--- src/hw/rtl/clps_pkg.sv ---
// Package for the closed-loop IIR plant simulator.
// Holds payload structs, default widths and register index codes; no dependencies.
package clps_pkg;

    localparam int SIGNAL_WIDTH_DEF = 32;
    localparam int COEF_WIDTH_DEF   = 16;

    // external sample width of target and plant_out (Q16.16)
    localparam int SAMPLE_W    = 32;
    localparam int CFG_INDEX_W = 4;

    // configuration register indexes
    localparam logic [CFG_INDEX_W-1:0] REG_CTRL_NUM_0  = 4'd0;
    localparam logic [CFG_INDEX_W-1:0] REG_CTRL_NUM_1  = 4'd1;
    localparam logic [CFG_INDEX_W-1:0] REG_CTRL_DEN_1  = 4'd2;
    localparam logic [CFG_INDEX_W-1:0] REG_CTRL_DEN_2  = 4'd3;
    localparam logic [CFG_INDEX_W-1:0] REG_PLANT_NUM_1 = 4'd4;
    localparam logic [CFG_INDEX_W-1:0] REG_PLANT_NUM_2 = 4'd5;
    localparam logic [CFG_INDEX_W-1:0] REG_PLANT_DEN_1 = 4'd6;
    localparam logic [CFG_INDEX_W-1:0] REG_PLANT_DEN_2 = 4'd7;

    typedef struct packed {
        logic signed [SAMPLE_W-1:0] target;
        logic                       restart;
    } t_in_item;

    typedef struct packed {
        logic signed [SAMPLE_W-1:0] plant_out;
        logic                       overflow;
    } t_out_item;

endpackage

--- src/hw/rtl/closed_loop_iir_plant_sim.sv ---
// Closed-loop second-order IIR plant simulator, one shared multiply-accumulate unit.
// The result is registered once the control round completes; no new input is taken
// until it is registered, and a stalled output register holds the run in its last step.
// Steps on the single multiplier/accumulator: 8 products, 2 rounds, 1 error step.
// Reset (synchronous, active low) clears history, coefficients to defaults, handshakes.
// Depends on clps_pkg.
module closed_loop_iir_plant_sim
    import clps_pkg::*;
#(
    parameter int SIGNAL_WIDTH = SIGNAL_WIDTH_DEF,
    parameter int COEF_WIDTH   = COEF_WIDTH_DEF
) (
    input  logic                   i_clk,
    input  logic                   i_rst_n,
    input  logic                   i_in_valid,
    output logic                   o_in_ready,
    input  t_in_item               i_in_data,
    output logic                   o_out_valid,
    input  logic                   i_out_ready,
    output t_out_item              o_out_data,
    input  logic                   i_cfg_valid,
    output logic                   o_cfg_ready,
    input  logic [CFG_INDEX_W-1:0] i_cfg_index,
    input  logic [COEF_WIDTH-1:0]  i_cfg_data
);

    localparam int SW    = SIGNAL_WIDTH;
    localparam int CW    = COEF_WIDTH;
    localparam int CFRAC = CW - 2;
    localparam int PW    = SW + CW;
    localparam int ACC_W = PW + 3;
    localparam logic signed [ACC_W-1:0] RND_HALF = ACC_W'(1) << (CFRAC - 1);
    localparam logic signed [SW-1:0] SIG_MAX = {1'b0, {(SW-1){1'b1}}};
    localparam logic signed [SW-1:0] SIG_MIN = {1'b1, {(SW-1){1'b0}}};

    localparam logic ST_IDLE = 1'b0;
    localparam logic ST_RUN  = 1'b1;

    // sequencer steps
    localparam logic [3:0] STEP_P0          = 4'd0;
    localparam logic [3:0] STEP_P1          = 4'd1;
    localparam logic [3:0] STEP_P2          = 4'd2;
    localparam logic [3:0] STEP_P3          = 4'd3;
    localparam logic [3:0] STEP_P_LAST      = 4'd4;
    localparam logic [3:0] STEP_PLANT_ROUND = 4'd5;
    localparam logic [3:0] STEP_ERROR       = 4'd6;
    localparam logic [3:0] STEP_C0          = 4'd7;
    localparam logic [3:0] STEP_C1          = 4'd8;
    localparam logic [3:0] STEP_C2          = 4'd9;
    localparam logic [3:0] STEP_C3          = 4'd10;
    localparam logic [3:0] STEP_C_LAST      = 4'd11;
    localparam logic [3:0] STEP_CTRL_ROUND  = 4'd12;

    logic                 r_state, n_state;
    logic [3:0]           r_cnt, n_cnt;

    logic signed [CW-1:0] r_cn0, r_cn1, r_cd1, r_cd2, r_pn1, r_pn2, r_pd1, r_pd2;

    // plant input history equals controller output history, so one pair serves both
    logic signed [SW-1:0] r_u0, r_u1, r_yh0, r_yh1, r_eprev;
    logic signed [SW-1:0] r_tgt, r_yp, r_err;
    logic signed [PW-1:0] r_prod;
    logic signed [ACC_W-1:0] r_acc;
    logic                 r_ovf;
    logic                 r_out_valid;
    t_out_item            r_out;

    logic                 in_fire, finish;
    logic signed [SW-1:0] tgt_sig;
    logic signed [SW-1:0] mul_a;
    logic signed [CW-1:0] mul_b;
    logic signed [ACC_W-1:0] prod_ext;
    logic signed [ACC_W-1:0] rs_q;
    logic                 rs_sat;
    logic signed [SW-1:0] rs_val;
    logic signed [SW:0]   err_diff;
    logic                 err_sat;
    logic signed [SW-1:0] err_val;
    logic [SAMPLE_W-1:0]  prev_out;

    assign o_cfg_ready = 1'b1;
    assign o_in_ready  = (r_state == ST_IDLE);
    assign in_fire     = i_in_valid && o_in_ready;
    assign finish      = (r_state == ST_RUN) && (r_cnt == STEP_CTRL_ROUND)
                         && (!r_out_valid || i_out_ready);
    assign o_out_valid = r_out_valid;
    assign o_out_data  = r_out;

    // target into signal width: clamp when narrower, no overflow flag
    generate
        if (SW >= SAMPLE_W) begin : g_wide
            assign tgt_sig  = SW'(i_in_data.target);
            assign prev_out = r_yh0[SAMPLE_W-1:0];
        end else begin : g_narrow
            logic [SAMPLE_W-SW:0] t_hi;
            assign t_hi     = i_in_data.target[SAMPLE_W-1:SW-1];
            assign tgt_sig  = (&t_hi || ~|t_hi) ? i_in_data.target[SW-1:0] :
                              (i_in_data.target[SAMPLE_W-1] ? SIG_MIN : SIG_MAX);
            assign prev_out = SAMPLE_W'(r_yh0);
        end
    endgenerate

    // operand select for the shared multiplier
    always_comb begin
        mul_a = r_u0;
        mul_b = r_pn1;
        unique case (r_cnt)
            STEP_P0: begin mul_a = r_u0;    mul_b = r_pn1; end
            STEP_P1: begin mul_a = r_u1;    mul_b = r_pn2; end
            STEP_P2: begin mul_a = r_yh0;   mul_b = r_pd1; end
            STEP_P3: begin mul_a = r_yh1;   mul_b = r_pd2; end
            STEP_C0: begin mul_a = r_err;   mul_b = r_cn0; end
            STEP_C1: begin mul_a = r_eprev; mul_b = r_cn1; end
            STEP_C2: begin mul_a = r_u0;    mul_b = r_cd1; end
            STEP_C3: begin mul_a = r_u1;    mul_b = r_cd2; end
            default: begin mul_a = r_u0;    mul_b = r_pn1; end
        endcase
    end

    assign prod_ext = {{(ACC_W-PW){r_prod[PW-1]}}, r_prod};

    // shared round-half-up and saturate
    assign rs_q   = r_acc >>> CFRAC;
    assign rs_sat = !(&rs_q[ACC_W-1:SW-1] || ~|rs_q[ACC_W-1:SW-1]);
    assign rs_val = rs_sat ? (rs_q[ACC_W-1] ? SIG_MIN : SIG_MAX) : rs_q[SW-1:0];

    assign err_diff = {r_tgt[SW-1], r_tgt} - {r_yp[SW-1], r_yp};
    assign err_sat  = (err_diff[SW] != err_diff[SW-1]);
    assign err_val  = err_sat ? (err_diff[SW] ? SIG_MIN : SIG_MAX) : err_diff[SW-1:0];

    always_comb begin
        n_state = r_state;
        n_cnt   = r_cnt;
        unique case (r_state)
            ST_IDLE: begin
                if (in_fire) begin
                    n_state = ST_RUN;
                    n_cnt   = STEP_P0;
                end
            end
            ST_RUN: begin
                if (r_cnt == STEP_CTRL_ROUND) begin
                    // hold until the output register frees up
                    if (finish) begin
                        n_state = ST_IDLE;
                    end
                end else begin
                    n_cnt = r_cnt + 4'd1;
                end
            end
            default: n_state = ST_IDLE;
        endcase
    end

    always_ff @(posedge i_clk) begin
        if (!i_rst_n) begin
            r_state     <= ST_IDLE;
            r_cnt       <= STEP_P0;
            r_out_valid <= 1'b0;
            r_cn0       <= CW'(1) << CFRAC;
            r_cn1       <= CW'(1) << CFRAC;
            r_cd1       <= '0;
            r_cd2       <= '0;
            r_pn1       <= CW'(1) << CFRAC;
            r_pn2       <= CW'(1) << CFRAC;
            r_pd1       <= '0;
            r_pd2       <= '0;
            r_u0        <= '0;
            r_u1        <= '0;
            r_yh0       <= '0;
            r_yh1       <= '0;
            r_eprev     <= '0;
            r_ovf       <= 1'b0;
        end else begin
            r_state <= n_state;
            r_cnt   <= n_cnt;

            if (i_cfg_valid) begin
                unique case (i_cfg_index)
                    REG_CTRL_NUM_0:  r_cn0 <= i_cfg_data;
                    REG_CTRL_NUM_1:  r_cn1 <= i_cfg_data;
                    REG_CTRL_DEN_1:  r_cd1 <= i_cfg_data;
                    REG_CTRL_DEN_2:  r_cd2 <= i_cfg_data;
                    REG_PLANT_NUM_1: r_pn1 <= i_cfg_data;
                    REG_PLANT_NUM_2: r_pn2 <= i_cfg_data;
                    REG_PLANT_DEN_1: r_pd1 <= i_cfg_data;
                    REG_PLANT_DEN_2: r_pd2 <= i_cfg_data;
                    default: ; // drop writes beyond the register list
                endcase
            end

            // a new result loaded in the same cycle keeps valid high
            if (r_out_valid && i_out_ready && !finish) begin
                r_out_valid <= 1'b0;
            end

            if (in_fire) begin
                r_ovf <= 1'b0;
                if (i_in_data.restart) begin
                    r_u0    <= '0;
                    r_u1    <= '0;
                    r_yh0   <= '0;
                    r_yh1   <= '0;
                    r_eprev <= '0;
                end
            end

            if (r_state == ST_RUN) begin
                unique case (r_cnt)
                    STEP_PLANT_ROUND: begin
                        if (rs_sat) begin
                            r_ovf <= 1'b1;
                        end
                    end
                    STEP_ERROR: begin
                        if (err_sat) begin
                            r_ovf <= 1'b1;
                        end
                    end
                    STEP_CTRL_ROUND: begin
                        if (finish) begin
                            r_out_valid        <= 1'b1;
                            r_out.plant_out    <= prev_out;
                            r_out.overflow     <= r_ovf || rs_sat;
                            r_eprev            <= r_err;
                            r_u1               <= r_u0;
                            r_u0               <= rs_val;
                            r_yh1              <= r_yh0;
                            r_yh0              <= r_yp;
                        end
                    end
                    default: ;
                endcase
            end
        end
    end

    // datapath registers
    always_ff @(posedge i_clk) begin
        if (in_fire) begin
            r_tgt <= tgt_sig;
        end
        r_prod <= mul_a * mul_b;
        if (r_state == ST_RUN) begin
            unique case (r_cnt)
                STEP_P0, STEP_C0:          r_acc <= RND_HALF;
                STEP_P1, STEP_P2,
                STEP_C1, STEP_C2:          r_acc <= r_acc + prod_ext;
                // denominator terms subtract
                STEP_P3, STEP_P_LAST,
                STEP_C3, STEP_C_LAST:      r_acc <= r_acc - prod_ext;
                STEP_PLANT_ROUND:          r_yp  <= rs_val;
                STEP_ERROR:                r_err <= err_val;
                default: ;
            endcase
        end
    end

endmodule

--- config.mk ---
export PLATFORM = sky130hd
export DESIGN_NAME = closed_loop_iir_plant_sim
export DESIGN_NICKNAME = d
export VERILOG_FILES = /design/src/hw/rtl/clps_pkg.sv /design/src/hw/rtl/closed_loop_iir_plant_sim.sv
export SDC_FILE = /design/constraint.sdc
export NUM_CORES = 2
export LEC_CHECK = 0
export ABC_CLOCK_PERIOD_IN_PS = 7900
export BUFFER_PORTS_ARGS = -buffer_cell sky130_fd_sc_hd__buf_2
export CAP_MARGIN = 5
export CORE_UTILIZATION = 55
export DETAILED_ROUTE_END_ITERATION = 10
export PLACE_DENSITY = 0.83
export SYNTH_ARGS = -nofsm -noshare
export SYNTH_HDL_FRONTEND = slang
export SYNTH_SLANG_ARGS = --single-unit
--- constraint.sdc ---
create_clock -name i_clk -period 7.9 [get_ports i_clk]
set_input_delay 1.185 -clock i_clk [delete_from_list [all_inputs] [get_ports i_clk]]
set_output_delay 1.185 -clock i_clk [all_outputs]
set_load 0.1 [all_outputs]
# --- Word level (Yosys, flattened, before mapping) ---
# Cells that the tools add are included.
classes:
  add_sub_neg: 4
  multipliers: 1
  n_eq_ne: 22
  muxes: 48
  bitwise: 1
  n_reduce_logical: 34
ops:
  columns: ["cell", "n"]
  rows:
  - ["$mux W32", 29]
  - ["$pmux W32 S5", 1]
  - ["$pmux W51 S3", 1]
  - ["$pmux W16 S7", 1]
  - ["$add A51 B48 Y51", 1]
  - ["$sub A51 B48 Y51", 1]
  - ["$mul A32 B16 Y48", 1]
  - ["$sub A32 B32 Y33", 1]
  - ["$eq A4 B3 Y1 const B", 8]
  - ["$reduce_and A2 Y1", 12]
  - ["$eq A4 B4 Y1 const B", 5]
  - ["$eq A4 B2 Y1 const B", 4]
  - ["$mux W1", 11]
  - ["$eq A4 B1 Y1 const B", 2]
  - ["$logic_not A4 Y1", 2]
  - ["$mux W4", 2]
  - ["$pmux W4 S2", 1]
  - ["$reduce_or A4 Y1", 2]
  - ["$reduce_and A6 Y1", 1]
  - ["$reduce_or A6 Y1", 1]
  - ["$logic_and A1 B1 Y1", 5]
  - ["$add A4 B1 Y4 const B", 1]
  - ["$logic_not A1 Y1", 4]
  - ["$pmux W1 S2", 2]
  - ["other kinds (8)", 11]
word_totals:
  reg_bits: 523
  elab_cells: 134

# --- Depth between registers and ports, before layout ---
depth:
  ltp_word: 9
  depth_mapped: 38
  mapped_depth_nobuf: 32

# --- Worst setup path before layout ---
# OpenSTA, ideal clock, no wires.
synth_timing:
  kind: "reg-to-reg"
  start: "register r_cnt[0]"
  end: "register r_prod[46]"
  setup_time_ns: 0.123
  t_arrival_ns: 8.115
  required_ns: 7.777
  setup_slack_ns: -0.338
  path_stages_with_launch: 35
  path_buffers: 6
  path_cell_list: "dfxtp_1 > inv_1 > ha_1 > and2_1 > clkbuf_1 > or2_1 > buf_2 > or4_1 > buf_4 > buf_2 > buf_2 > o21ai_1 > nor2_1 > fa_1 > inv_1 > fa_1 > fa_1 > inv_1 > fa_1 > fa_1 > inv_1 > fa_1 > inv_1 > ha_1 > clkbuf_1 > a21o_1 > a31o_2 > a221o_1 > a221o_1 > a21oi_2 > o211ai_1 > a21o_1 > a21oi_1 > o21ai_1 > xor2_1"
synth_via:
  elab_chain_len: 4
  elab_cells_between_ends: 11
  classes_between: "mul (1); eq/ne (7); mux (2); reduce/logical (1)"
synth_lines:
  columns: ["item", "line_no", "text"]
  rows:
  - ["from (decl)", "closed_loop_iir_plant_sim.sv:55", "logic [3:0] r_cnt, n_cnt;"]
  - ["from (signal assigned)", "closed_loop_iir_plant_sim.sv:176", "r_cnt <= n_cnt;"]
  - ["$eq A4 B4 Y1 or $eq A4 B1 Y1 (tied branches)", "closed_loop_iir_plant_sim.sv:107", "unique case (r_cnt)"]
  - ["$reduce_or A2 Y1 (no source line)", null, null]
  - ["$pmux W32 S5", "closed_loop_iir_plant_sim.sv:107", null]
  - ["$mul A32 B16 Y48 (*)", "closed_loop_iir_plant_sim.sv:243", "r_prod <= mul_a * mul_b;"]
  - ["to (signal assigned)", "closed_loop_iir_plant_sim.sv:243", null]
  - ["to (decl)", "closed_loop_iir_plant_sim.sv:62", "logic signed [PW-1:0] r_prod;"]
# Mark *: on every way between the ends. The rest lies on a longest branch, timed or not.
# A chain may end at the register's enable or synchronous reset.

# --- Worst setup path after layout ---
layout_timing:
  start: "register r_cnt[1]"
  end: "register r_prod[46]"
# The elaborated chain is that of the path after synthesis.

==> impl_table.tex <==
\begin{tabular}{lr}
\hline
Metric & Value \\
\hline
\multicolumn{2}{l}{\textbf{Detailed routing}} \\
Residual antenna-violating net count after detailed routing & 0 \\
DRC & 0 \\
Vias per cell & 6.12 \\
Total Wirelength & 135000 um \\
Number of search-and-repair iterations in the first detailed-routing pass & 10 \\
Mean routed wirelength per cell & 23.2 um \\
Initial DRC count & around 4400 \\
Total via count in the routed design & 35600 \\
\multicolumn{2}{l}{\textbf{GRT}} \\
Number of global-route vias before repair & approximately 35000 \\
Total Routing Usage GR & 0.325 \\
Global-route wire length before repair & 196000 um \\
Largest net degree at the start of global routing & 139 \\
Number of antenna violations at the first check in global routing & 6 \\
Global route overflow & 0 \\
\multicolumn{2}{l}{\textbf{Setup path}} \\
Largest delay contributor family on the critical path & adder cells \\
Most repeated library cell on the critical path & fa\_1 \\
R2r startpoint & r\_cnt[1]\$\_SDFFE\_PN0P\_ \\
Launching element type of the critical path & flip-flop \\
First element of the critical path & r\_cnt[1]\$\_SDFFE\_PN0P\_ \\
Critical path class & flip-flop to flip-flop \\
Required arrival time at the worst endpoint & 8.36 ns \\
Data arrival time of the critical path & 8.56 ns \\
Endpoint type of the worst setup path & flip-flop \\
Endpoint of the most critical register-to-register path & r\_prod[46]\$\_DFF\_P\_ \\
Number of buffers and inverters on the critical path & 8 \\
Number of cells on the critical path & 33 \\
Critical-path top delay cell & or4\_4 \\
Slowest stage delay, CP & 0.61 ns \\
CP Max Fanout & 9 \\
Slack of the worst reg-to-reg path & -0.20 ns \\
R2r worst-path depth & 33 \\
\multicolumn{2}{l}{\textbf{Layout}} \\
\# nets final & 5484 \\
Most common cell after layout, fill and taps aside & inv\_1 \\
Share of layout cells above drive strength 1 & 0.170 \\
Filler-free cell count of the finished design & 5809 \\
Non-Filler Cell Area, Final & 49700 um2 \\
Number of filler cells placed in the layout & between 5000 and 6000 \\
Combined area of the multi-input logic cells & between 20000 and 30000 um2 \\
Sequential standard cell area & 12300 um2 \\
Area added between synthesis and finish & 17.5\% \\
Core utilization of the finished layout & 0.654 \\
Most used cells in the layout excluding fill and tap cells & inv\_1 (602), nand2\_1 (479), fa\_1 (463) \\
\multicolumn{2}{l}{\textbf{Floorplanning}} \\
Total die area & 78000 um2 \\
Overall die height & 279 um \\
Number of placed I/O pins & 94 \\
Initial Utilization & 0.556 \\
Die outline width & 279 um \\
Core Footprint & approximately 76000 um2 \\
Core Rows & 101 \\
\multicolumn{2}{l}{\textbf{Power}} \\
Power density of the placed cells & 163 nW/um2 \\
Static Leakage & 22.0 nW \\
Largest vdd supply drop & 0.181 mV \\
\multicolumn{2}{l}{\textbf{Timing}} \\
Setup violations, final & 14 \\
Final Cycle Share & 1.03 \\
Unrepaired setup endpoints after global routing & yes \\
Max Slew Vio Count & 0 \\
Maximum clock frequency & approximately 120 MHz \\
Crit path time final & 8.10 ns \\
Transition time at the pin with the least slew margin & 1.33 ns \\
Tightest hold margin & approximately 0.47 ns \\
Worst Clk Skew & about 0.038 ns \\
Number of failing hold endpoints at the final stage & 0 \\
Worst max-slew margin expressed relative to the limit & 0.110 \\
Worst setup margin & -0.199 ns \\
\multicolumn{2}{l}{\textbf{Place}} \\
Last weighted congestion value of the routability-driven placer & 1.03 \\
Pre-CTS worst setup slack & -0.187 ns \\
Total of buffers placed on input and output ports & 92 \\
Detailed-placement wirelength estimate & 95800 um \\
Placed insts & about 5600 \\
Area post-placement & approximately 46000 um2 \\
\multicolumn{2}{l}{\textbf{Job}} \\
Max Cap Viol & 0 \\
\multicolumn{2}{l}{\textbf{Synth}} \\
Mean instance size in the synthesized netlist & $\sim$9.5 um2 \\
Post-Synthesis Cells & 4467 \\
Yosys reg bits & 523 \\
Top\_reg\_cell synth & dfxtp\_1 \\
Syn Std Cell Area & 42300 um2 \\
Sequential area share after synthesis & 0.290 \\
Number of distinct standard cells referenced by the synthesized netlist & a little over 90 \\
Share of async-settable or async-resettable flops after synthesis & 0 \\
Syn Nets & between 5000 and 6000 \\
Number of flops mapped to enable cells by yosys & 180 \\
Warnings from Yosys & 0 \\
\multicolumn{2}{l}{\textbf{Outcome}} \\
Result of the run & finished, violations left \\
Violated checks & setup timing \\
\multicolumn{2}{l}{\textbf{Clock tree}} \\
Root Buffer Master & clkbuf\_16 \\
H-tree depth & 2 \\
Clock buffer depth & 3 \\
TritonCTS clock tree & built \\
CTS hold repair buffers & 0 \\
Number of CTS-inserted buffers & 49 \\
Total number of clock tree sinks & 523 \\
Post-CTS clock slew at the launch and capture registers of the worst setup and hold paths & 0.06 ns \\
Worst-Skew Late Latency & 0.60 ns \\
\multicolumn{2}{l}{\textbf{Hold path}} \\
Worst hold path stage count & 2 \\
WHS Endpoint & r\_cn1[12]\$\_SDFFE\_PN0P\_ \\
Min-delay worst type & flip-flop to flip-flop \\
Beginning of the worst hold path & r\_cn1[12]\$\_SDFFE\_PN0P\_ \\
\hline
\end{tabular}
==> per-layer routing <==
metal | GRT usage | up-vias | share of wire
li1 | - | 15400 | -
met5 | 0 | - | 0.00022
met2 | 0.519 | 2205 | 0.45
met4 | 0.181 | 4 | 0.073
met3 | 0.0594 | 526 | 0.11
met1 | 0.418 | 17400 | 0.36
==> registers in the layout, summed over array words and instances (netlist names) <==
name	count
o_out_data	33
o_out_valid	1
prev_out	32
r_acc	51
r_cd1	16
r_cd2	16
r_cn0	16
r_cn1	16
r_cnt	4
r_eprev	32
r_err	32
r_ovf	1
r_pd1	16
r_pd2	16
r_pn1	16
r_pn2	16
r_prod	48
r_state	1
r_tgt	32
r_u0	32
r_u1	32
r_yh1	32
r_yp	32
==> what timing repair did <==
item,CTS,global route
gates resized for setup,34,230
gates cloned,1,10
setup buffers,17,56
setup endpoints to repair,19,27
pin swaps,12,55
==> tightest hold or removal path: cells and delay by family, from the launching register on <==
family	cells	cell delay, ns
AO/OA/AOI/OAI	1	0.06
AND/OR/NAND/NOR	1	0.04
flip-flops	1	0.31
==> synthesized netlist by cell type, types with 7 or more instances <==
cell      count  area share
buf_2        28      0.0033
nand4_1      54      0.0080
a22oi_1      86       0.015
o21bai_1     11      0.0020
o211ai_1      9      0.0016
a21oi_1     149       0.018
nor3b_1       8      0.0014
buf_6         9      0.0024
a222oi_1     13      0.0031
o21ai_1      16      0.0019
nand3_1      50      0.0059
inv_1       616       0.055
ha_1        201       0.059
nor3_1       23      0.0027
buf_4        12      0.0021
and3_1       15      0.0022
a22o_1      167       0.035
o21ai_0      93       0.011
mux2i_1      35      0.0083
a31oi_1      32      0.0047
and2_1       25      0.0037
fa_1        488        0.23
xor2_1       77       0.016
nor2_1      381       0.034
dfxtp_1     343        0.16
edfxtp_1    180        0.13
a31o_2        7      0.0014
or3_1        13      0.0019
clkbuf_1    186       0.017
xnor2_1      90       0.019
a211oi_1     14      0.0025
nand2_1     495       0.044
a21o_1      123       0.022
nor2b_1      65      0.0096
nand2b_1     58      0.0086
o21a_1       39      0.0069
o21ai_2      17      0.0035
o31ai_1      13      0.0023
a221oi_1      9      0.0019
a21boi_0     97       0.017
==> worst max path at each step <==
| stage | to | slack (ns) |
|---|---|---|
| 2_1_floorplan | r_prod[46]$_DFF_P_ | -0.03 |
| 3_3_place_gp | r_prod[46]$_DFF_P_ | -0.11 |
| 3_5_place_dp | r_prod[45]$_DFF_P_ | -0.19 |
| 4_1_cts | r_prod[47]$_DFF_P_ | -0.1 |
| 5_1_grt | r_prod[47]$_DFF_P_ | -0.44 |
| 6_report | r_prod[46]$_DFF_P_ | -0.20 |
==> final cells by class <==
| type | instances | share of cell area |
|---|---|---|
| antenna | 4 | 0.000201 |
| clock buffer | 67 | 0.0283 |
| clock inverter | 22 | 0.00652 |
| inverter | 616 | 0.0466 |
| multi-input combinational | 3089 | 0.561 |
| sequential | 523 | 0.247 |
| tap | 1030 | 0.0259 |
| timing repair buffer | 458 | 0.0848 |
==> power by group <==
group	internal, mW	switching [mW]	total [mW]	leakage (nW)
Sequential	2.89	0.0919	2.98	4.45
Combinational	1.01	1.53	2.54	16.7
Clock	1.49	1.07	2.56	0.842
Total	5.39	2.70	8.09	22.0
==> metrics by stage <==
| stage | TNS [ns] | power, mW |
|---|---|---|
| final | -1.70 | 8.09 |
| after global routing | -6.07 | 8.38 |
| after CTS | -0.561 | 7.91 |
| after detailed placement | -1.50 | 5.36 |
| after global placement | -0.449 | 5.30 |
| after floorplan | -0.0311 | 4.62 |
==> kinds of logic (layout without fill, tap and decap cells) <==
logic type	Yosys count	count (layout)	synth area share
AOI/OAI and AO/OA	955	955	0.164
adders and majority gates	693	693	0.291
muxes	36	36	0.00855
other	1	5	0.0000886
xor gates and xnor gates	167	167	0.0346
buffers and inverters	855	1163	0.0793
DFF	523	523	0.290
and+or+nand+nor	1237	1237	0.132
Power figures use the tool's default switching activity.
